File: config.mk
export PLATFORM = sky130hd
export DESIGN_NAME = srtt_clear
export DESIGN_NICKNAME = d
export VERILOG_FILES = /design/src/hw/rtl/srtt_clear.sv
export SDC_FILE = /design/constraint.sdc
export NUM_CORES = 1
export LEC_CHECK = 0
export BUFFER_PORTS_ARGS = -buffer_cell sky130_fd_sc_hd__buf_2
export CORE_MARGIN = 2
export CORE_UTILIZATION = 44
export DETAILED_ROUTE_END_ITERATION = 16
export PLACE_DENSITY = 0.8
export SYNTH_ARGS = -nofsm -noshare
export SYNTH_HDL_FRONTEND = slang
export SYNTH_SLANG_ARGS = --single-unit
export TNS_END_PERCENT = 50
File: constraint.sdc
create_clock -name clk -period 1.52 [get_ports clk]
set_clock_uncertainty 0.05 [all_clocks]
set_input_delay 0.152 -clock clk [delete_from_list [all_inputs] [get_ports clk]]
set_output_delay 0.152 -clock clk [all_outputs]
set_load 0.01 [all_outputs]
File: src/hw/rtl/srtt_clear.sv
// srtt_clear: post-reset sweep that zeroes every valid bit, one entry per cycle
// no package dependency

module srtt_clear #(
	parameter int SESSIONS = 16384
) (
	input  logic                        clk,
	input  logic                        arst_n,
	output logic                        busy,
	output logic [$clog2(SESSIONS)-1:0] addr
);

	localparam int AW = $clog2(SESSIONS);

	logic          busy_q;
	logic [AW-1:0] cnt_q;

	// sweep counter
	always_ff @(posedge clk or negedge arst_n) begin
		if (!arst_n) begin
			busy_q <= 1'b1;
			cnt_q  <= '0;
		end else if (busy_q) begin
			if (cnt_q == AW'(SESSIONS - 1)) begin
				busy_q <= 1'b0;
			end else begin
				cnt_q <= cnt_q + 1'b1;
			end
		end
	end

	assign busy = busy_q;
	assign addr = cnt_q;

endmodule

### After elaboration in Yosys (flattened, before gate mapping)

Cells that the tools add are included.

| cells by class | value |
|---|---|
| reduce and logical (&&, ||, !) cells | 1 |
| bitwise logic cells | 1 |
| $add $sub $neg | 1 |
| eq/ne operators | 1 |
| multiplexer cells | 2 |

Operators with widths:

| operator | number |
|---|---|
| adder 14 x 1 -> 14 bit, second input constant | 1 |
| equality test 14 bit, second input constant | 1 |
| two-way mux 1 bit | 2 |
| AND reduction 2 bit | 1 |
| inverter 1 bit | 1 |

| storage, ports and cells | value |
|---|---|
| word-level logic and storage cells | 8 |
| register bits | 15 |
| input bits | 2 |

### Depth between registers and ports, before layout

Gate-level depths: netlist of run 1.

| logic depth | value |
|---|---|
| word-level depth | 3 |
| mapped depth | 6 |

### Worst setup path before layout of run 1

No wires, ideal clock.

| timing path | value |
|---|---|
| kind | register to register |
| start point | reg cnt_q[0], in the netlist addr[0] |
| end point | reg cnt_q[8], in the netlist addr[8] |
| period minus slack after synthesis | 1660 ps |
| setup slack | -140 ps |
| arrival time | 1530 ps |
| stages on the path, launching flop included | 6 |
| path through | dfrtp_1 > ha_1 > nand3_1 > or3_1 > nor3b_1 > xor2_1 |

| on the way | value |
|---|---|
| longest elaborated chain between the ends | 3 |

RTL lines:

| element | RTL line | source |
|---|---|---|
| from (decl) | 16 | `logic [AW-1:0] cnt_q;` |
| from (signal assigned) | 27 | `cnt_q <= cnt_q + 1'b1;` |
| parallel branches: the longest is 3 deep, another holds adder 14 x 1 -> 14 bit | -- |  |

Several ways; the timed one is not identified.
A chain may end at the register's enable or synchronous reset.

### Worst setup path after layout of run 1

| timing path | value |
|---|---|
| start point | reg cnt_q[1], in the netlist addr[1] |
| end point | reg cnt_q[9], in the netlist addr[9] |

Same word-level chain as after synthesis.

==> results.py, run 1 <==
metrics = {
    "final_layout": {
        "n_antenna_cell": 0,
        "drive_above_1_share_pct": 50.00,
        "area_growth_pct": 49.36,
        "post-route-util_pct": 68.91,
        "filler_cell_count": 116,
        "finish.net_count": 108,
        "stdcell_area_um2": 1026,
    },
    "power": {
        "seqPwrFrac_pct": 63.3,
        "ir_drop_mv": 0.4567,
        "p_per_area_nw_per_um2": 614.6,
        "clkPwrFrac_pct": 35.1,
        "p_int_w": 0.0004987,
        "p_comb_share_pct": 1.6,
        "p_leak_nw": 0.5240,
        "switchingPower_w": 0.0001318,
        "p_sw_share_pct": 20.90,
    },
    "yosys": {
        "synth_seq_area_share_pct": 54.83,
        "synth-warning-count": 0,
        "netlist_instances": 62,
        "ys_types": 24,
        "synth-seq-cells": 15,
        "synth_area_per_cell_um2": 11.08,
        "synthesis.area_um2": 686.9,
        "syn-num-nets": 65,
    },
    "timing": {
        "finalWorstSetupSlack_ns": -0.01624,
        "setup_viol": 5,
        "post-route-period-util_pct": 101.1,
        "relSlewSlack_pct": 77.17,
        "final_max_slew_viol_count": 0,
        "worst_pin_slew_ns": 0.3424,
        "clock.fmax_mhz": 650.9,
        "rsz0062_at_grt": "yes",
        "min_period_ns": 1.536,
        "finalHoldViolations": 0,
    },
    "min_path": {
        "min_path_type": "in -> async",
    },
    "routing": {
        "wl_per_cell_um": 13.41,
        "wl_um": 1609,
        "first_iter_violations": 5,
        "drtAntennaViolNets": 0,
        "dr.pass1.iters": 3,
        "post-route-drc-count": 0,
        "vias": 616,
        "vias_per_cell": 5.133,
    },
    "global_route": {
        "grt_use_total_pct": 19.46,
        "grt_pass1_wl_um": 2787,
        "antenna_found_initial": 0,
        "grt_max_degree": 16,
        "overflow": 0,
        "grt_pass1_vias": 634,
    },
    "floorplanning": {
        "die_h_um": 43.51,
        "num_rows": 14,
        "coreArea_um2": 1489,
        "initial_core_util_pct": 46.13,
        "design.die.area_um2": 1893,
        "pin_count": 17,
        "die_w_um": 43.51,
    },
    "worst_setup_path": {
        "rr_worst_depth": 6,
        "r2r_end": "addr[9]",
        "arrival_ns": 1.69,
        "worstReg2RegStart": "addr[1]",
        "reg2reg_slack_ns": -0.02,
        "end_kind": "register",
        "cp_max_fo": 4,
        "critical_path_class": "reg -> reg",
        "start_kind": "register",
        "worstPathRequired_ns": 1.68,
    },
    "placed_design": {
        "place_congestion": 0.7676,
        "dpl_cell_area_um2": 957.2,
        "hpwl_um": 1228,
        "place_ws_ns": 0.004838,
        "io_buffers": 16,
    },
    "run_status": {
        "violations": "negative setup slack",
        "status": "finished, violations left",
    },
    "clock_tree": {
        "root_buffer": "clkbuf_4",
        "htreeDepth": 1,
        "cts_buffers": 3,
        "cts.sinks": 15,
        "cts_max_path_buffers": 2,
        "clkSlewWorstSetupHoldPaths_ns": 0.10,
        "clock_latency_ns": 0.28,
        "cts_tree": "built",
    },
    "flow_run": {
        "cap_viol_max_count": 0,
    },
}
synthesized netlist by cell type (all sizes together):
library cell	n	area, um2
nand2	3	11.26
dfrtp	14	350.3
or3	1	6.260
mux2	1	11.26
nand3	5	25.02
o21bai	1	7.510
o41a	1	11.26
nor3b	1	7.510
ha	1	12.51
a21oi	3	15.01
a31oi	3	18.77
nand4	4	25.02
a41oi	1	8.760
and3	1	6.260
nor2	5	18.77
and4	1	10.01
xor2	3	26.28
buf	1	11.26
inv	2	7.510
nand3b	1	7.510
dfstp	1	26.28
xnor2	5	43.79
nor3	2	10.01
o31a	1	8.760
power by group through the flow:
stage,combinational [W],clock (W),sequential (W)
global placement,0.00000891,0,0.000407
floorplan,0.0000000000980,0,0.000407
CTS,0.0000112,0.000232,0.000399
global route,0.0000128,0.000253,0.000399
detailed placement,0.00000923,0,0.000407
finish,0.0000104,0.000221,0.000399
timing repair:
action,4_1_cts,5_1_grt
pin swaps,0,1
endpoints found under the setup margin,6,12
hold endpoints to repair,14,0
setup buffers,1,0
cloned,0,0
gates resized for setup,1,2
hold buffers,1,0
layout by cell type, fill, tap and decap left out, drive strengths merged:
master / count
clkinv: 1
xor2: 3
nor3b: 1
nand4: 4
or3: 1
a41oi: 1
o31a: 1
and3: 1
nand3b: 1
clkbuf: 3
nor2: 5
a21oi: 3
nand2: 3
buf: 38
xnor2: 5
mux2: 1
o41a: 1
nand3: 5
ha: 1
dfstp: 1
o21bai: 1
inv: 2
dlygate4sd3: 1
dfrtp: 14
nor3: 2
and4: 1
a31oi: 3
layout make-up:
| type | instances | area [um2] | share of cell area [%] |
|---|---|---|---|
| Sequential cell | 15 | 377.9 | 36.83 |
| Multi-Input combinational cell | 44 | 337.8 | 32.93 |
| Timing Repair Buffer | 39 | 255.2 | 24.88 |
| Clock buffer | 3 | 22.52 | 2.195 |
| Tap cell | 16 | 20.02 | 1.951 |
| Inverter | 2 | 7.507 | 0.7317 |
| Clock inverter | 1 | 5.005 | 0.4878 |
logic make-up (layout without fill, tap and decap cells):
family | after synthesis | after routing | synth area share, %
AO/OA/AOI/OAI | 10 | 10 | 10.20
XOR/XNOR | 8 | 8 | 10.20
adder cells (fa/ha/maj) | 1 | 1 | 1.821
buffers and inverters | 3 | 45 | 2.733
flip-flops | 15 | 15 | 54.83
multiplexers | 1 | 1 | 1.639
AND/OR/NAND/NOR | 24 | 24 | 18.58
through the flow:
| step | TNS, ns | total power, W | hold WS (ns) | instances |
|---|---|---|---|---|
| after CTS | -0.02005 | 0.0006424 | 0.2511 | 120 |
| after floorplan | -0.1383 | 0.0004067 | -0.1936 | 62 |
| after detailed placement | 0 | 0.0004159 | 0.02736 | 114 |
| after global placement | 0 | 0.0004155 | 0.02144 | 114 |
| after global routing | -0.5335 | 0.0006643 | 0.2715 | 120 |
| final | -0.07179 | 0.0006305 | 0.2441 | 120 |
per-layer routing:
| layer | track usage (%) | routed length, um | share of wire [%] |
|---|---|---|---|
| met1 | 24.73 | 739 | 46 |
| met2 | 34.33 | 794 | 49 |
| met3 | 2.917 | 75 | 4.7 |
| met4 | 5.455 | 0 | 0 |
| met5 | 0 | 0 | 0 |
worst max-delay path: stages, from the launching register on:
cell,delay (ns)
dfrtp_1,0.40
ha_4,0.15
nand3_2,0.08
o41a_1,0.38
buf_4,0.17
nand4_1,0.10
xnor2_1,0.12
registers in the layout, indices dropped and copies added, names as in the netlist:
register  flops
addr         14
busy          1
worst max path at each step:
| stage | start | endpoint | slack, ns | cells past startpoint |
|---|---|---|---|---|
| after floorplan | addr[1] | addr[8] | -0.05 | 5 |
| after global placement | busy | addr[8] | 0.06 | 4 |
| after detailed placement | addr[0] | addr[9] | 0.005 | 6 |
| after CTS | addr[1] | addr[9] | -0.01 | 6 |
| after global routing | addr[1] | addr[5] | -0.1 | 6 |
| final | addr[1] | addr[9] | -0.02 | 6 |
(Power assumes the default switching activity.)
==> run 2: changes to the inputs <==
Settings changed: CORE_UTILIZATION 44 to 40, PLACE_DENSITY 0.8 to 0.74.
==> run 2 against run 1 <==
  * The flow still finishes with violations (negative setup slack)
  * Design area up 7.4%
  * Critical path depth down 1
  * Global-route usage up 0.075 points
  * Sequential share of layout area down 2.6 points
  * Die area up 9.1%
  * Critical endpoint is now addr[0]
  * Hold slack worse by 0.0021 ns
  * Setup slack worse by 0.14 ns
==> results.py, run 2 (same netlist as run 1, synthesis figures left out) <==
metrics = {
    "final_layout": {
        "post-route-util_pct": 70.71,
        "fin_cells": 121,
        "n_antenna_cell": 0,
        "drive_above_1_share_pct": 56.19,
        "finish.net_count": 109,
        "final_common_cell": "buf_4",
        "final_cell_mix": "buf_4, buf_2, dfrtp_1",
        "area_growth_pct": 60.47,
        "largest_reg_flops": 14,
    },
    "placed_design": {
        "hpwl_um": 1242,
        "place_inst": 112,
        "place_congestion": 0.7649,
        "io_buffers": 16,
    },
    "clock_tree": {
        "cts_tree": "built",
        "htreeDepth": 1,
        "clock_latency_ns": 0.28,
        "cts_buffers": 3,
        "cts_max_path_buffers": 2,
        "cts.sinks": 15,
        "root_buffer": "clkbuf_4",
        "clkSlewWorstSetupHoldPaths_ns": 0.09,
    },
    "run_status": {
        "violations": "negative setup slack",
        "status": "finished, violations left",
    },
    "timing": {
        "setup_viol": 12,
        "holdWs_ns": 0.2420,
        "final_max_slew_viol_count": 0,
        "post-route-period-util_pct": 110.0,
        "worst_pin_slew_ns": 0.3699,
        "finalHoldViolations": 0,
        "min_period_ns": 1.672,
        "clock.fmax_mhz": 598.1,
        "finalWorstSetupSlack_ns": -0.1520,
        "rsz0062_at_grt": "yes",
        "final.setup.tns_ns": -1.156,
        "relSlewSlack_pct": 75.34,
    },
    "worst_setup_path": {
        "worstPathRequired_ns": 1.65,
        "critical_path_class": "reg -> reg",
        "start_kind": "register",
        "end_kind": "register",
        "cp_max_fo": 7,
        "arrival_ns": 1.80,
    },
    "routing": {
        "first_iter_violations": 5,
        "dr.pass1.iters": 4,
        "wl_met2_um": 1078,
        "wl_per_cell_um": 15.58,
        "highest_layer": "met4",
        "post-route-drc-count": 0,
        "vias": 671,
        "vias_per_cell": 5.545,
        "wl_um": 1885,
        "wl_met3_um": 96,
        "drtAntennaViolNets": 0,
        "wl_met1_um": 703,
    },
    "global_route": {
        "overflow": 0,
        "grt_pass1_wl_um": 2815,
        "grt_pass1_vias": 684,
        "grt_max_degree": 16,
        "grt_use_total_pct": 19.54,
        "antenna_found_initial": 0,
    },
    "power": {
        "ir_drop_mv": 0.6490,
        "p_leak_nw": 0.5576,
        "p_per_area_nw_per_um2": 576.0,
    },
    "flow_run": {
        "cap_viol_max_count": 0,
    },
    "floorplanning": {
        "coreArea_um2": 1559,
        "num_rows": 14,
        "die_w_um": 45.44,
        "initial_core_util_pct": 44.06,
        "die_h_um": 45.44,
        "pin_count": 17,
        "design.die.area_um2": 2065,
    },
    "min_path": {
        "min_path_type": "in -> async",
    },
}
-- run 2: cell types whose count changed in the layout (fill, tap and decap cells not counted), sizes merged --
cell and change:
buf +1
-- run 2: final cells by class --
type	instances	area, um2
sequential	15	377.9
clock buffer	3	22.52
clock inverter	1	5.005
fill	109	456.7
timing repair buffer	40	270.3
inverter	2	7.507
multi-input combinational	44	399.1
tap	16	20.02
-- run 2: stage by stage --
stage	setup WS [ns]	cell area (um2)	total power [W]
detailed placement	-0.08972	942.2	0.0004156
CTS	-0.07799	1015	0.0006401
floorplan	-0.04960	710.7	0.0004067
finish	-0.1520	1102	0.0006349
global placement	-0.05318	942.2	0.0004153
global route	-0.1996	1102	0.0006594
-- run 2: power breakdown --
| part | switching, W | internal [W] |
|---|---|---|
| sequential | 0 | 0.000399 |
| combinational | 0.00000779 | 0.00000261 |
| clock | 0.000128 | 0.0000977 |
-- run 2: critical path, stage by stage, from the launching register on --
cell,delay (ns)
dfrtp_1,0.41
ha_4,0.17
nand3_4,0.08
o41a_1,0.52
buf_4,0.20
xor2_1,0.13
-- run 2: timing repair --
action,in CTS,in global routing
setup buffers,4,0
resized for setup,2,13
hold buffers,1,0
pin swaps,2,7
endpoints found under the hold margin,15,0
endpoints found under the setup margin,11,13
-- run 2: worst paths after layout --
path,cells past startpoint,startpoint,slack (ns),end
hold / removal,2,arst_n,0.24,addr[6]
setup reg to reg,5,addr[1],-0.15,addr[0]
max in group asynchronous,2,arst_n,0.88,busy
min in group clk,2,addr[10],0.52,addr[10]
setup / recovery,5,addr[1],-0.15,addr[0]
hold reg to reg,2,addr[10],0.52,addr[10]
-- run 2: layer usage --
metal | up-vias | track usage [%]
met4 | 0 | 7.647
li1 | 314 | -
met5 | - | 0
met3 | 2 | 8.730
met1 | 336 | 19.44
met2 | 19 | 34.93
==> run 3: changes to the inputs <==
Settings changed: TNS_END_PERCENT 50 to 30.
==> run 3 against run 2 <==
  * The run still ends with negative setup slack left
  * Core utilization decreased by 4.7 points
  * Design area down 6.6%
  * Combinational power barely moved
  * Wire length fell by 1.9%
  * Flip-flop and latch count unchanged
  * Via count increased by 1.3%
  * Critical path type unchanged
  * Largest power group unchanged
  * Highest routed layer unchanged
==> results.py, run 3 (same netlist as run 1, synthesis figures left out) <==
metrics = {
    "power": {
        "ir_drop_mv": 0.5472,
        "p_leak_nw": 0.5142,
        "p_per_area_nw_per_um2": 619.3,
        "switchingPower_w": 0.0001383,
        "p_sw_share_pct": 21.69,
        "p_comb_share_pct": 1.6,
        "seqPwrFrac_pct": 62.5,
        "p_int_w": 0.0004994,
        "clkPwrFrac_pct": 35.8,
    },
    "placed_design": {
        "place_inst": 112,
        "io_buffers": 16,
        "place_congestion": 0.7653,
        "hpwl_um": 1237,
        "dpl_cell_area_um2": 942.2,
        "place_ws_ns": -0.07961,
    },
    "worst_setup_path": {
        "end_kind": "register",
        "reg2reg_slack_ns": -0.06,
        "crit_path_top_delay_cell": "or3_4",
        "start_kind": "register",
        "cp_max_fo": 5,
        "rr_worst_depth": 5,
        "worstPathRequired_ns": 1.69,
        "path_cells": "ha_4 > nand3_4 > or3_4 > nor3b_2 > xor2_1",
        "arrival_ns": 1.74,
        "worstReg2RegStart": "addr[1]",
        "r2r_end": "addr[8]",
        "max_stage_delay_ns": 0.44,
        "critical_path_class": "reg -> reg",
    },
    "clock_tree": {
        "cts_max_path_buffers": 2,
        "clock_latency_ns": 0.29,
        "clkSlewWorstSetupHoldPaths_ns": 0.09,
        "root_buffer": "clkbuf_4",
        "htreeDepth": 1,
        "cts.sinks": 15,
        "cts_tree": "built",
        "cts_buffers": 3,
    },
    "final_layout": {
        "post-route-util_pct": 66.05,
        "final_common_cell": "buf_4",
        "area_growth_pct": 49.91,
        "finish.net_count": 107,
        "n_antenna_cell": 0,
        "fin_cells": 119,
        "final_cell_mix": "buf_4, buf_2, dfrtp_1",
        "drive_above_1_share_pct": 48.54,
        "stdcell_area_um2": 1030,
        "largest_reg_flops": 14,
    },
    "routing": {
        "wl_per_cell_um": 15.55,
        "vias_per_cell": 5.714,
        "drtAntennaViolNets": 0,
        "post-route-drc-count": 0,
        "wl_um": 1850,
        "first_iter_violations": 11,
        "dr.pass1.iters": 4,
        "vias": 680,
    },
    "global_route": {
        "overflow": 0,
        "grt_pass1_wl_um": 2787,
        "grt_max_degree": 16,
        "antenna_found_initial": 0,
        "grt_use_total_pct": 19.60,
        "grt_pass1_vias": 661,
    },
    "timing": {
        "rsz0062_at_grt": "yes",
        "finalHoldViolations": 0,
        "final.setup.tns_ns": -0.1262,
        "post-route-period-util_pct": 103.7,
        "finalWorstSetupSlack_ns": -0.05629,
        "relSlewSlack_pct": 74.93,
        "worst_pin_slew_ns": 0.3746,
        "final_max_slew_viol_count": 0,
        "min_period_ns": 1.576,
        "setup_viol": 3,
        "clock.fmax_mhz": 634.4,
    },
    "floorplanning": {
        "design.die.area_um2": 2065,
        "die_h_um": 45.44,
        "initial_core_util_pct": 44.06,
        "num_rows": 14,
        "pin_count": 17,
        "die_w_um": 45.44,
        "coreArea_um2": 1559,
    },
    "run_status": {
        "status": "finished, violations left",
        "violations": "negative setup slack",
    },
    "min_path": {
        "min_path_type": "in -> async",
    },
    "flow_run": {
        "cap_viol_max_count": 0,
    },
}
-- run 3: through the flow --
stage / total power (W) / hold slack, ns
after floorplan: 0.0004067 / -0.1936
after global placement: 0.0004153 / 0.01790
after detailed placement: 0.0004156 / 0.02186
after CTS: 0.0006457 / 0.2309
after global routing: 0.0006581 / 0.2767
final: 0.0006377 / 0.2361
-- run 3: how the worst max path moves through the flow --
stage                 start  cells after the start  slack (ns)  endpoint
global route        addr[1]                      5       -0.13   addr[8]
detailed placement  addr[9]                      3       -0.08   addr[1]
finish              addr[1]                      5       -0.06   addr[8]
global placement    addr[9]                      3       -0.05   addr[1]
floorplan           addr[1]                      5       -0.05   addr[8]
CTS                 addr[1]                      4       -0.05   addr[1]
-- run 3: power by group through the flow --
stage / Clock, W / Sequential [W] / Combinational (W)
2_1_floorplan: 0 / 0.000407 / 0.0000000000980
3_3_place_gp: 0 / 0.000407 / 0.00000872
3_5_place_dp: 0 / 0.000407 / 0.00000895
4_1_cts: 0.000236 / 0.000399 / 0.0000108
5_1_grt: 0.000247 / 0.000399 / 0.0000125
6_report: 0.000229 / 0.000399 / 0.0000103
-- run 3: worst max-delay path: cells and delay by family (launching register included) --
kind	cells	cell delay (ns)
xor+xnor	1	0.14
fa+ha+maj	1	0.17
flops	1	0.40
simple gates	3	0.73
-- run 3: final cells by class --
| class | instances | area (um2) |
|---|---|---|
| flip-flops and latches | 15 | 377.9 |
| well taps | 16 | 20.02 |
| inverters | 2 | 7.507 |
| clock buffers | 3 | 22.52 |
| fillers | 118 | 529.3 |
| clock inverters | 1 | 5.005 |
| multi-input cells | 45 | 356.6 |
| repair buffers | 37 | 240.2 |
-- run 3: per-layer routing --
metal	wire [um]	vias up	track usage, %
met3	111	4	7.143
li1	-	315	-
met4	38	0	10.59
met2	1016	27	34.93
met5	0	-	0
met1	683	334	19.40
-- run 3: what timing repair did --
item                                    in CTS  in global routing
buffers inserted                             0                  1
pin swaps                                    1                 11
gates cloned                                 1                  0
endpoints found under the hold margin       15                  0
gates resized for setup                      0                  4
endpoints found under the setup margin       5                 13
hold buffers                                 1                  0
