$ cat src/hw/rtl/srtt_pkg.sv
// srtt_pkg: shared types and constants of the session reverse tuple table
// no dependencies; used by the top level, srtt_apb and srtt_pipe

package srtt_pkg;

	// field widths
	localparam int SID_W    = 14;
	localparam int IP_W     = 32;
	localparam int PORT_W   = 16;
	localparam int IN_DW    = 80;   // session_id, remote_ip, local_port, remote_port + pad
	localparam int OUT_DW   = 112;  // adds out_local_ip + pad
	localparam int APB_AW   = 3;
	localparam int APB_DW   = 32;

	// command codes carried in s_tuser
	typedef enum logic [1:0] {
		CMD_INSERT  = 2'd0,
		CMD_RELEASE = 2'd1,
		CMD_LOOKUP  = 2'd2
	} cmd_t;

	// result kind carried in m_tuser
	localparam logic KIND_RELEASE = 1'b0;
	localparam logic KIND_REVERSE = 1'b1;

	// register index (paddr[2])
	localparam logic [0:0] REG_LOCAL_IP = 1'b0;

	// stored tuple: remote_ip 63..32, local_port 31..16, remote_port 15..0
	typedef struct packed {
		logic [IP_W-1:0]   remote_ip;
		logic [PORT_W-1:0] local_port;
		logic [PORT_W-1:0] remote_port;
	} tuple_t;

	localparam int TUPLE_W = $bits(tuple_t);

	// table write control from the lookup stage
	typedef struct packed {
		logic tuple_we;
		logic valid_we;
		logic valid_wdata;
	} wctl_t;

endpackage

$ cat src/hw/rtl/srtt_apb.sv
// srtt_apb: APB register file holding the local IP address
// depends on srtt_pkg

module srtt_apb (
	input  logic                         clk,
	input  logic                         arst_n,
	input  logic                         psel,
	input  logic                         penable,
	input  logic                         pwrite,
	input  logic [srtt_pkg::APB_AW-1:0]  paddr,
	input  logic [srtt_pkg::APB_DW-1:0]  pwdata,
	output logic [srtt_pkg::APB_DW-1:0]  prdata,
	output logic                         pready,
	output logic [srtt_pkg::IP_W-1:0]    local_ip
);

	logic [srtt_pkg::IP_W-1:0] local_ip_q;
	logic [0:0]                reg_idx;
	logic                      wr_en;

	assign pready  = 1'b1;
	assign reg_idx = paddr[2];
	assign wr_en   = psel & penable & pwrite & pready;

	// register write
	always_ff @(posedge clk or negedge arst_n) begin
		if (!arst_n) begin
			local_ip_q <= '0;
		end else if (wr_en && reg_idx == srtt_pkg::REG_LOCAL_IP) begin
			local_ip_q <= pwdata;
		end
	end

	// register read
	always_comb begin
		prdata = '0;
		if (reg_idx == srtt_pkg::REG_LOCAL_IP) begin
			prdata = local_ip_q;
		end
	end

	assign local_ip = local_ip_q;

endmodule

$ cat config.mk
export PLATFORM = sky130hd
export DESIGN_NAME = srtt_apb
export DESIGN_NICKNAME = d
export VERILOG_FILES = /design/src/hw/rtl/srtt_pkg.sv /design/src/hw/rtl/srtt_apb.sv
export SDC_FILE = /design/constraint.sdc
export NUM_CORES = 1
export LEC_CHECK = 0
export ABC_AREA = 0
export BUFFER_PORTS_ARGS = -buffer_cell sky130_fd_sc_hd__buf_2
export CAP_MARGIN = 40
export CORE_ASPECT_RATIO = 1.25
export CORE_MARGIN = 2
export CORE_UTILIZATION = 37
export DETAILED_ROUTE_END_ITERATION = 8
export PLACE_DENSITY = 0.75
export SYNTH_ARGS = -nofsm -noshare
export SYNTH_HDL_FRONTEND = slang
export SYNTH_SLANG_ARGS = --single-unit
$ cat constraint.sdc
create_clock -name clk -period 0.8 [get_ports clk]
set_input_delay 0.04 -clock clk [delete_from_list [all_inputs] [get_ports clk]]
set_output_delay 0.04 -clock clk [all_outputs]
set_load 0.02 [all_outputs]
Word-level counts from Yosys, hierarchy flattened --
Index checks and enable logic that the tools add are counted.
Cells by class: mux-type cells 1, bitwise logic cells 3, reduce and logical (&&, ||, !) cells 1
Operators by type and width (count):
- 2-to-1 mux 32 bit | 1
- bitwise AND 1 bit | 2
- logical AND 1 bit | 1
- inverter 1 bit | 1
Storage, ports and cells: bits of input ports 40, output and inout bits 65, register bits after elaboration 32

Longest topological paths before layout --
Gate-level depths: netlist (run 1).
depth after elaboration 3, mapped depth 3

Least setup slack after synthesis (run 1) --
Ideal clock, no wire load.
kind reg2out, start point register local_ip_q (netlist bit local_ip[0]), end point output prdata[0] in the netlist's numbering, path slack -54 ps, arrival time 814 ps, cell stages (with the launch flop) 2, path buffers 0, cells stage by stage dfrtp_1 nor2b_1
Between the ends: longest elaborated chain between the ends 1
RTL lines:
- start: declaration | RTL line srtt_apb.sv:17 | logic [srtt_pkg::IP_W-1:0] local_ip_q;
- start signal: assignment | RTL line srtt_apb.sv:30 | local_ip_q <= pwdata;
- 2-to-1 mux 32 bit | RTL line srtt_apb.sv:37 | if (reg_idx == srtt_pkg::REG_LOCAL_IP) begin
- end: declaration | RTL line srtt_apb.sv:12 | output logic [srtt_pkg::APB_DW-1:0] prdata,
Every way passes these cells.

Final worst setup path (run 1) --
start point register local_ip_q (netlist bit local_ip[31]), end point output prdata[31] in the netlist's numbering
Same word-level chain as after synthesis.

==> key figures, run 1 <==
Worst setup path
  • WP depth: 2
  • Setup Crit Path Kind: flop to primary output
  • R2r setup slk: -0.23 ns
  • Slowest stage delay, CP: 0.44 ns
  • FF-to-FF End: local_ip[9]
  • WP buf/inv: 1
  • Setup crit start kind: flop
  • Req. time, crit path: 0.76 ns
  • CP arrival: 1.02 ns
  • CP max-delay cell: dfrtp_2
  • Setup crit end kind: primary output
  • Worst-path maximum fanout: 3
  • Top delay family on crit path: flip-flops
  • R2R Path Start: local_ip[9]
  • CP cell instances: nor2b_4, buf_6
  • Worst r2r path cells: 3

GRT
  • Pin count of the biggest net entering global routing: 33
  • Global-route wire length before repair: 8.62 mm
  • Initial antenna violation count: 1
  • GRT overflow: 0
  • Gr usage total: 25.1%
  • Vias in the first global route: 1708

STA
  • Final period util: 133%
  • Hold WS: -0.00325 ns
  • RSZ-0062 raised after global routing: yes
  • Slew HR: 57.7%
  • Final Hold Fails: 1
  • Worst Max-Slew Pin Slew: 0.634 ns
  • Final Slew Violations: 0
  • Slack of the critical path: -0.264 ns
  • Final Skew: 0 ns
  • Setup TNS: -15.77 ns
  • Final setup fails: 94
  • Fmax: 0.940 GHz
  • Final min period: 1.06 ns

Min path
  • Hold WC Path Type: input port to flop
  • Hold wc startpoint: pwdata[8]
  • Hold Crit Endpoint: local_ip[8]
  • Worst hold path depth: 2

Placed design
  • Post-DP HPWL: 2.62 mm
  • Post-place instance area: 0.00226 mm²
  • Placed insts: 259
  • Port bufs: 101
  • GPL Wtd Cong: 0.699

Floorplanning
  • FP Rows: 26
  • Core ar.: 0.00407 mm²
  • Io pins: 105
  • Starting Density: 38.2%
  • Die Wd: 62.0 µm
  • Die Ht: 76.5 µm
  • Die area: 0.00474 mm²

Cells and area
  • Most common cell after layout, fill and taps aside: buf_6
  • Layout Cells excl Fill: 335
  • Design area: 0.00364 mm²
  • Nets@finish: 317
  • Share of cells above drive strength 1: 88.1%
  • Max reg flops: 32
  • Commonest cells after routing, fill and taps aside: buf_6 (94), buf_2 (37), mux2_4 (32), dfrtp_2 (32), dlygate4sd3_1 (31)
  • Synth-to-Final Area Change: 134%

Routing
  • Post-route DRC: 0
  • 1st-iter DRT viols: 58
  • Final wirelength: 7.01 mm
  • Routed Antenna Nets: 0
  • Routed WL per cell: 20.9 µm
  • Vias: 1589
  • Vias per inst: 4.74
  • DR pass1 iterations: 4

Synth
  • Yosys synthesis warning count: 0
  • Synthesized cell area: 0.00155 mm²
  • Cells after Synth: 105
  • Post-Syn Nets: 145
  • Average size of a mapped cell: 14.8 µm²
  • Synth cell types: 9
  • Synth Register Bits: 32
  • Seq/Total Area, Yosys: 51.5%

Clocking
  • CTS tree: done
  • Clock latency on the worst-skew pair: 0.28 ns
  • CTS root buf: clkbuf_8
  • Sink Count: 32
  • CTS clk-pin slew, worst paths: 0.07 ns
  • Clock Tree Buf Depth: 2
  • H-tree levels: 2
  • Total CTS buffers: 5

Power
  • Leakage: 1.85 nW
  • Peak supply drop: 1.36 mV
  • Total power: 8.61 mW
  • Cell area power density: 2370 mW/mm²

Flow run
  • Max_cap viols: 0

Run status
  • Status: finished, violations left
  • Failing checks: hold timing, setup timing
==> worst max-delay path by stage <==
stage / from / to / slack, ns
after floorplan: paddr[2] / local_ip[0] / -0.03
after global placement: paddr[2] / local_ip[4] / -0.16
after detailed placement: paddr[2] / local_ip[28] / -0.18
after CTS: local_ip[10] / prdata[10] / -0.23
after global routing: local_ip[5] / prdata[5] / -0.29
final: local_ip[31] / prdata[31] / -0.26
==> Yosys cell counts <==
| cell | instances | share of area (%) |
|---|---|---|
| buf_6 | 3 | 2.2 |
| nand4b_4 | 1 | 1.5 |
| dfrtp_1 | 32 | 52 |
| nor2b_1 | 32 | 13 |
| mux2_4 | 30 | 29 |
| clkbuf_1 | 3 | 0.72 |
| buf_4 | 1 | 0.48 |
| conb_1 | 1 | 0.24 |
| mux2_2 | 2 | 1.4 |
==> layer usage <==
layer / share of wire (%) / global-route usage, % / vias up
met2: 61 / 48.0 / 80
met1: 31 / 23.7 / 804
met4: 4.0 / 10.0 / 0
met5: 0 / 0 / -
met3: 3.7 / 5.43 / 19
li1: - / - / 686
==> where the power goes <==
group / internal, mW / switching (mW) / leakage [nW] / total (mW)
sequential: 2.05 / 0.376 / 0.349 / 2.42
clock: 1.10 / 0.632 / 0.0645 / 1.73
combinational: 2.76 / 1.70 / 1.44 / 4.46
total: 5.90 / 2.71 / 1.85 / 8.61
==> final cells by class <==
class                           count  area (µm²)
Antenna cell                        1        2.50
Clock buffer                        7        96.3
Clock inverter                      1        30.0
Fill cell                         164         427
Multi-Input combinational cell     66         928
Sequential cell                    32         841
Tap cell                           56        70.1
Timing Repair Buffer              172        1670
==> cell families (layout without fill, tap and decap cells) <==
group | count (synthesis) | after routing | share of synthesized area, %
buffers and inverters | 7 | 180 | 3.38
DFF | 32 | 32 | 51.5
muxes | 32 | 32 | 30.4
other | 1 | 2 | 0.241
and+or+nand+nor | 33 | 33 | 14.4
==> metrics by stage <==
step | worst slack, ns | util (%)
3_5_place_dp | -0.178 | 55.7
6_report | -0.264 | 89.5
3_3_place_gp | -0.155 | 55.7
2_1_floorplan | -0.0261 | -
5_1_grt | -0.286 | 89.5
4_1_cts | -0.226 | 82.6
==> timing repair <==
item / CTS / global route
resized for setup: 140 / 49
hold buffers: 32 / 0
endpoints found under the setup margin: 65 / 96
setup buffers: 21 / 14
endpoints found under the hold margin: 63 / 0
No activity file was read; power rests on OpenSTA's default activity.
==> run 2, diff against run 1 <==
Settings changed: MAX_ROUTING_LAYER set to met4.
==> key figures, run 2 (synthesized netlist as in run 1, its figures left out) <==
Run status
  • Status: finished, violations left
  • Failing checks: hold timing, setup timing

GRT
  • Vias in the first global route: 1713 (+0.29%)
  • Pin count of the biggest net entering global routing: 33 (unchanged)
  • Gr usage total: 25.8% (+0.66 points)
  • GRT overflow: 0 (unchanged)
  • Global-route wire length before repair: 8.60 mm (-0.24%)
  • Initial antenna violation count: 0 (-1)

Worst setup path
  • Setup Crit Path Kind: flop to primary output
  • Req. time, crit path: 0.76 ns (about the same)
  • Setup crit start kind: flop
  • Setup crit end kind: primary output
  • CP max-delay cell: dfrtp_2
  • FF-to-FF End: local_ip[9]
  • CP arrival: 1.02 ns (about the same)
  • R2R Path Start: local_ip[9]
  • Worst-path maximum fanout: 3 (unchanged)
  • R2r setup slk: -0.23 ns (about the same)
  • CP cell instances: nor2b_4, buf_6
  • Worst r2r path cells: 3 (unchanged)
  • Slowest stage delay, CP: 0.44 ns (about the same)

Cells and area
  • Synth-to-Final Area Change: 134%
  • Final Util: 89.4% (-0.15 points)
  • Max reg flops: 32 (unchanged)
  • Antenna diode count: 0 (-1)
  • Most common cell after layout, fill and taps aside: buf_6
  • Design area: 0.00363 mm² (-0.17%)
  • Commonest cells after routing, fill and taps aside: buf_6 (93), buf_2 (37), mux2_4 (32), dfrtp_2 (32), dlygate4sd3_1 (31)
  • Layout Cells excl Fill: 334 (-0.30%)
  • Nets@finish: 317 (unchanged)
  • Share of cells above drive strength 1: 88.1% (unchanged)
  • Fillcell total: 153 (-6.7%)

Min path
  • Worst hold path depth: 2 (unchanged)
  • Hold Crit Endpoint: local_ip[8]
  • Hold WC Path Type: input port to flop
  • Hold wc startpoint: pwdata[8]

Routing
  • DR pass1 iterations: 4 (unchanged)
  • Post-route DRC: 0 (unchanged)
  • Vias: 1550 (-2.5%)
  • Vias per inst: 4.64 (-2.2%)
  • Final wirelength: 6.60 mm (-5.7%)
  • Routed WL per cell: 19.8 µm (-5.5%)
  • Routed Antenna Nets: 0 (unchanged)
  • 1st-iter DRT viols: 30 (-48%)

Floorplanning
  • Io pins: 105 (unchanged)
  • Die Wd: 62.0 µm (unchanged)
  • FP Rows: 26 (unchanged)
  • Die Ht: 76.5 µm (unchanged)
  • Starting Density: 38.2% (unchanged)
  • Core ar.: 0.00407 mm² (unchanged)
  • Die area: 0.00474 mm² (unchanged)

Power
  • Peak supply drop: 1.29 mV (-5.1%)
  • Total power: 8.59 mW (-0.25%)
  • Cell area power density: 2360 mW/mm² (about the same)
  • Leakage: 1.85 nW (about the same)

Clocking
  • Clock latency on the worst-skew pair: 0.28 ns (about the same)
  • H-tree levels: 2 (unchanged)
  • Clock Tree Buf Depth: 2 (unchanged)
  • CTS clk-pin slew, worst paths: 0.07 ns (about the same)
  • Total CTS buffers: 5 (unchanged)
  • CTS tree: done
  • Sink Count: 32 (unchanged)
  • CTS root buf: clkbuf_8

STA
  • Final Hold Fails: 1 (unchanged)
  • RSZ-0062 raised after global routing: yes
  • Worst Max-Slew Pin Slew: 0.626 ns (-0.00805 ns)
  • Final setup fails: 89 (-5.3%)
  • Setup TNS: -15.84 ns (-0.0678 ns)
  • Final min period: 1.06 ns (-0.00135 ns)
  • Final period util: 133% (-0.17 points)
  • Fmax: 0.941 GHz (+0.13%)
  • Final Slew Violations: 0 (unchanged)
  • Slack of the critical path: -0.263 ns (+0.00135 ns)
  • Hold WS: -0.000753 ns (+0.00249 ns)
  • Final Skew: 0 ns (unchanged)
  • Slew HR: 58.2% (+0.54 points)

Placed design
  • Placed insts: 259 (unchanged)
  • Port bufs: 101 (unchanged)
  • Post-place instance area: 0.00226 mm² (unchanged)
  • Pre-CTS setup slack: -0.178 ns (unchanged)
  • Post-DP HPWL: 2.62 mm (unchanged)
  • GPL Wtd Cong: 0.707 (+1.1%)

Flow run
  • Max_cap viols: 0 (unchanged)
[run 2: cell types whose count changed in the layout (fill, tap and decap cells not counted), sizes merged]
cell and delta:
diode -1
[run 2: repair_timing]
item / 4_1_cts / 5_1_grt
setup endpoints to repair: 65 / 96
setup buffers: 21 / 14
hold buffers: 32 / 0
resized for setup: 140 / 48
pin swaps: 0 / 0
endpoints found under the hold margin: 63 / 0
[run 2: worst max-delay path by stage]
stage	from	endpoint	slack, ns
2_1_floorplan	paddr[2]	local_ip[0]	-0.03
3_3_place_gp	paddr[2]	local_ip[4]	-0.16
3_5_place_dp	paddr[2]	local_ip[28]	-0.18
4_1_cts	local_ip[10]	prdata[10]	-0.23
5_1_grt	local_ip[5]	prdata[5]	-0.29
6_report	local_ip[22]	prdata[22]	-0.26
[run 2: area by class of cell]
cell class	count	area (µm²)	area share [%]
Timing Repair Buffer	172	1670	45.9
Clock buffer	7	96.3	2.65
Clock inverter	1	30.0	0.826
Sequential cell	32	841	23.1
Multi-Input combinational cell	66	928	25.6
Tap cell	56	70.1	1.93
[run 2: layer usage]
metal | share of wire (%) | track usage, %
met1 | 32 | 23.9
met2 | 59 | 48.0
met3 | 4.3 | 4.58
met4 | 4.4 | 10.6
met5 | 0 | -
[run 2: critical path, delay by kind of cell (launching register included)]
kind	cells	cell delay [ns]
DFF	1	0.44
buffers and inverters	1	0.16
and+or+nand+nor	1	0.15
[run 2: power breakdown]
part / switching, mW / internal, mW
clock: 0.627 / 1.10
combinational: 1.69 / 2.75
sequential: 0.380 / 2.05
total: 2.69 / 5.90
==> run 3, diff against run 2 <==
Settings changed: ABC_AREA 0 to 1.
==> key figures, run 3 <==
Worst setup path
  • Crit path launch: local_ip[18]
  • WP depth: 3 (+1)
  • Setup Crit Path Kind: flop to primary output
  • R2r setup slk: -0.12 ns (+0.11 ns)
  • Worst r2r path cells: 4 (+1)
  • R2R Path Start: local_ip[10]
  • Top delay family on crit path: flip-flops
  • Req. time, crit path: 0.76 ns (about the same)
  • CP cell instances: inv_1, nor2_2, buf_6
  • WP buf/inv: 2 (+1)
  • Slowest stage delay, CP: 0.39 ns (-0.05 ns)
  • Setup crit start kind: flop
  • FF-to-FF End: local_ip[10]
  • CP max-delay cell: dfrtp_1
  • Setup crit end kind: primary output
  • Critical Path End: prdata[18]
  • CP arrival: 1.00 ns (-0.02 ns)
  • Worst-path maximum fanout: 3 (unchanged)

STA
  • Fmax: 0.965 GHz (+2.5%)
  • Hold WS: -0.00200 ns (-0.00124 ns)
  • Final setup fails: 65 (-27%)
  • Final Hold Fails: 2 (+1)
  • RSZ-0062 raised after global routing: yes
  • Final Skew: 0 ns (unchanged)
  • Slack of the critical path: -0.237 ns (+0.0258 ns)
  • Final min period: 1.04 ns (-0.0258 ns)
  • Final Slew Violations: 0 (unchanged)
  • Setup TNS: -10.14 ns (+5.70 ns)
  • Final period util: 130% (-3.2 points)

Synth
  • Largest area contributor in the netlist: dfrtp_1
  • Adder-cell share of the synthesized area: 0% (unchanged)
  • Largest family of logic cells by synthesized area: simple AND/OR/NAND/NOR gates
  • Post-synth top cells: nand2_1 (65), inv_1 (33), dfrtp_1 (32), nand3_1 (32), nor2_1 (32)
  • Cells after Synth: 212 (+100%)
  • Seq/Total Area, Yosys: 50.5% (-1.1 points)
  • Post-Syn Nets: 252 (+74%)
  • Yosys synthesis warning count: 0 (unchanged)
  • Ys async rst share: 100% (unchanged)
  • Synth Area in Compound Gates: 0% (unchanged)
  • Ys flop type: dfrtp_1
  • Synth Register Bits: 32 (unchanged)
  • Most frequent cell after synthesis: nand2_1
  • Synth Area in Simple Gates: 35.0% (+21 points)
  • Post-Synth XOR/XNOR Area: 0% (unchanged)
  • Synthesized cell area: 0.00159 mm² (+2.1%)
  • Mux cell area share after synthesis: 0% (-30 points)
  • Synth cell types: 12 (+3)
  • Average size of a mapped cell: 7.48 µm² (-49%)
  • Ranking of synthesized cells by area: dfrtp_1 (50%), nand2_1 (15%), nand3_1 (10%)
  • Synth top area share: 50.5% (-1.1 points)
  • Number of synthesized flops with an enable pin: 0 (unchanged)

Cells and area
  • Synth-to-Final Area Change: 99.4%
  • Most common cell after layout, fill and taps aside: buf_6
  • Antenna diode count: 0 (unchanged)
  • Max reg flops: 32 (unchanged)
  • Design area: 0.00316 mm² (-13%)
  • Multi-input gate area: 662 µm² (-29%)
  • Nets@finish: 403 (+27%)
  • Share of cells above drive strength 1: 53.2% (-35 points)
  • Commonest cells after routing, fill and taps aside: buf_6 (70), nand2_1 (62), buf_2 (41)
  • Fillcell total: 299 (+95%)
  • Layout Cells excl Fill: 417 (+25%)
  • Sequential Area: 801 µm² (-4.8%)

Floorplanning
  • Die Wd: 62.6 µm (+0.98%)
  • FP Rows: 26 (unchanged)
  • Die Ht: 77.2 µm (+0.99%)
  • Die area: 0.00483 mm² (+2.0%)
  • Io pins: 105 (unchanged)
  • Starting Density: 38.7% (+0.49 points)
  • Core ar.: 0.00410 mm² (+0.80%)

Run status
  • Status: finished, violations left
  • Failing checks: hold timing, setup timing

Routing
  • Final wirelength: 5.87 mm (-11%)
  • Routed WL per cell: 14.1 µm (-29%)
  • Post-route DRC: 0 (unchanged)
  • DR pass1 iterations: 4 (unchanged)
  • 1st-iter DRT viols: 60 (+100%)
  • Vias per inst: 4.60 (-0.94%)
  • Routed Antenna Nets: 0 (unchanged)
  • Vias: 1917 (+24%)

GRT
  • Vias in the first global route: 1835 (+7.1%)
  • Global-route wire length before repair: 8.33 mm (-3.1%)
  • Gr usage total: 22.4% (-3.4 points)
  • Initial antenna violation count: 0 (unchanged)
  • Pin count of the biggest net entering global routing: 33 (unchanged)
  • GRT overflow: 0 (unchanged)

Power
  • Cell area power density: 2070 mW/mm² (-13%)
  • Comb pwr share: 49.0% (-2.7 points)
  • Leakage: 1.73 nW (-6.3%)
  • Seq pwr share: 34.4% (+6.1 points)
  • Cell Int Power: 4.12 mW (-30%)
  • Switch share: 36.9% (+5.5 points)
  • Sw Pwr: 2.41 mW (-11%)
  • Peak supply drop: 1.28 mV (-0.21%)
  • Clock power share: 16.6% (-3.5 points)

Clocking
  • Total CTS buffers: 5 (unchanged)
  • H-tree levels: 2 (unchanged)
  • CTS clk-pin slew, worst paths: 0.06 ns (about the same)
  • Clock latency on the worst-skew pair: 0.28 ns (about the same)
  • CTS root buf: clkbuf_8
  • CTS tree: done
  • Sink Count: 32 (unchanged)
  • Clock Tree Buf Depth: 2 (unchanged)

Placed design
  • Post-place instance area: 0.00224 mm² (-1.0%)
  • Placed insts: 363 (+40%)
  • Port bufs: 101 (unchanged)
  • Post-DP HPWL: 3.00 mm (+14%)
  • GPL Wtd Cong: 0.754 (+6.7%)

Min path
  • Hold WC Path Type: input port to flop

Flow run
  • Max_cap viols: 0 (unchanged)
run 3: cell types whose count changed after synthesis, moves of 3 or more:
cell and delta:
buf_2 +7, buf_4 +3, clkbuf_1 -3, inv_1 +33
mux2_4 -30, nand2_1 +65, nand3_1 +32, nor2_1 +32
nor2b_1 -32
run 3: tightest hold or removal path: cells and delay by family:
kind,cells,cell delay (ns)
buffers and inverters,1,0.07
and+or+nand+nor,2,0.14
run 3: what timing repair did:
item                                   4_1_cts  5_1_grt
gates resized for setup                     94       53
buffers inserted                             9       21
endpoints found under the hold margin       51        0
hold buffers                                20        0
setup endpoints to repair                   64       69
pin swaps                                    7       14
run 3: logic make-up after synthesis:
logic type    count (synthesis)
flops                        32
other cells                   1
buf+inv                      48
simple gates                131
run 3: metrics by stage:
step                      hold WS, ns  total power [mW]  setup WS [ns]  utilization, %
after floorplan                -0.256              3.39         0.0400               -
after global placement        0.00579              4.09        -0.0299            54.7
after detailed placement       0.0119              4.13        -0.0787            54.7
after CTS                   0.0000553              5.87         -0.191            70.1
after global routing          0.00594              6.85         -0.272            77.2
final                        -0.00200              6.53         -0.237            77.2
run 3: worst min-delay path by stage:
stage	from	end	slack [ns]	cells after the start
finish	pwdata[5]	local_ip[5]	-0.002	3
global route	pwdata[7]	local_ip[7]	0.006	3
CTS	pwdata[1]	local_ip[1]	0.00006	3
detailed placement	arst_n	local_ip[18]	0.01	2
global placement	arst_n	local_ip[18]	0.006	2
floorplan	arst_n	local_ip[0]	-0.26	0
run 3: power by group through the flow:
stage          registers, mW  logic (mW)  clock network, mW
2_1_floorplan           2.54       0.849                  0
3_3_place_gp            2.19        1.90                  0
3_5_place_dp            2.19        1.94                  0
4_1_cts                 2.19        2.56               1.11
5_1_grt                 2.28        3.41               1.17
6_report                2.25        3.20               1.08
run 3: area by class of cell:
| class | instances | area share, % |
|---|---|---|
| Inverter | 34 | 4.03 |
| Clock buffer | 5 | 2.18 |
| Sequential cell | 32 | 25.3 |
| Multi-Input combinational cell | 132 | 20.9 |
| Tap cell | 56 | 2.22 |
| Timing Repair Buffer | 158 | 45.3 |
run 3: metal layers:
metal / routed length, µm / GRT usage, % / vias up
li1: - / - / 920
met1: 2020 / 23.4 / 909
met2: 3470 / 42.2 / 79
met3: 265 / 4.40 / 9
met4: 108 / 6.22 / 0
met5: 0 / - / -
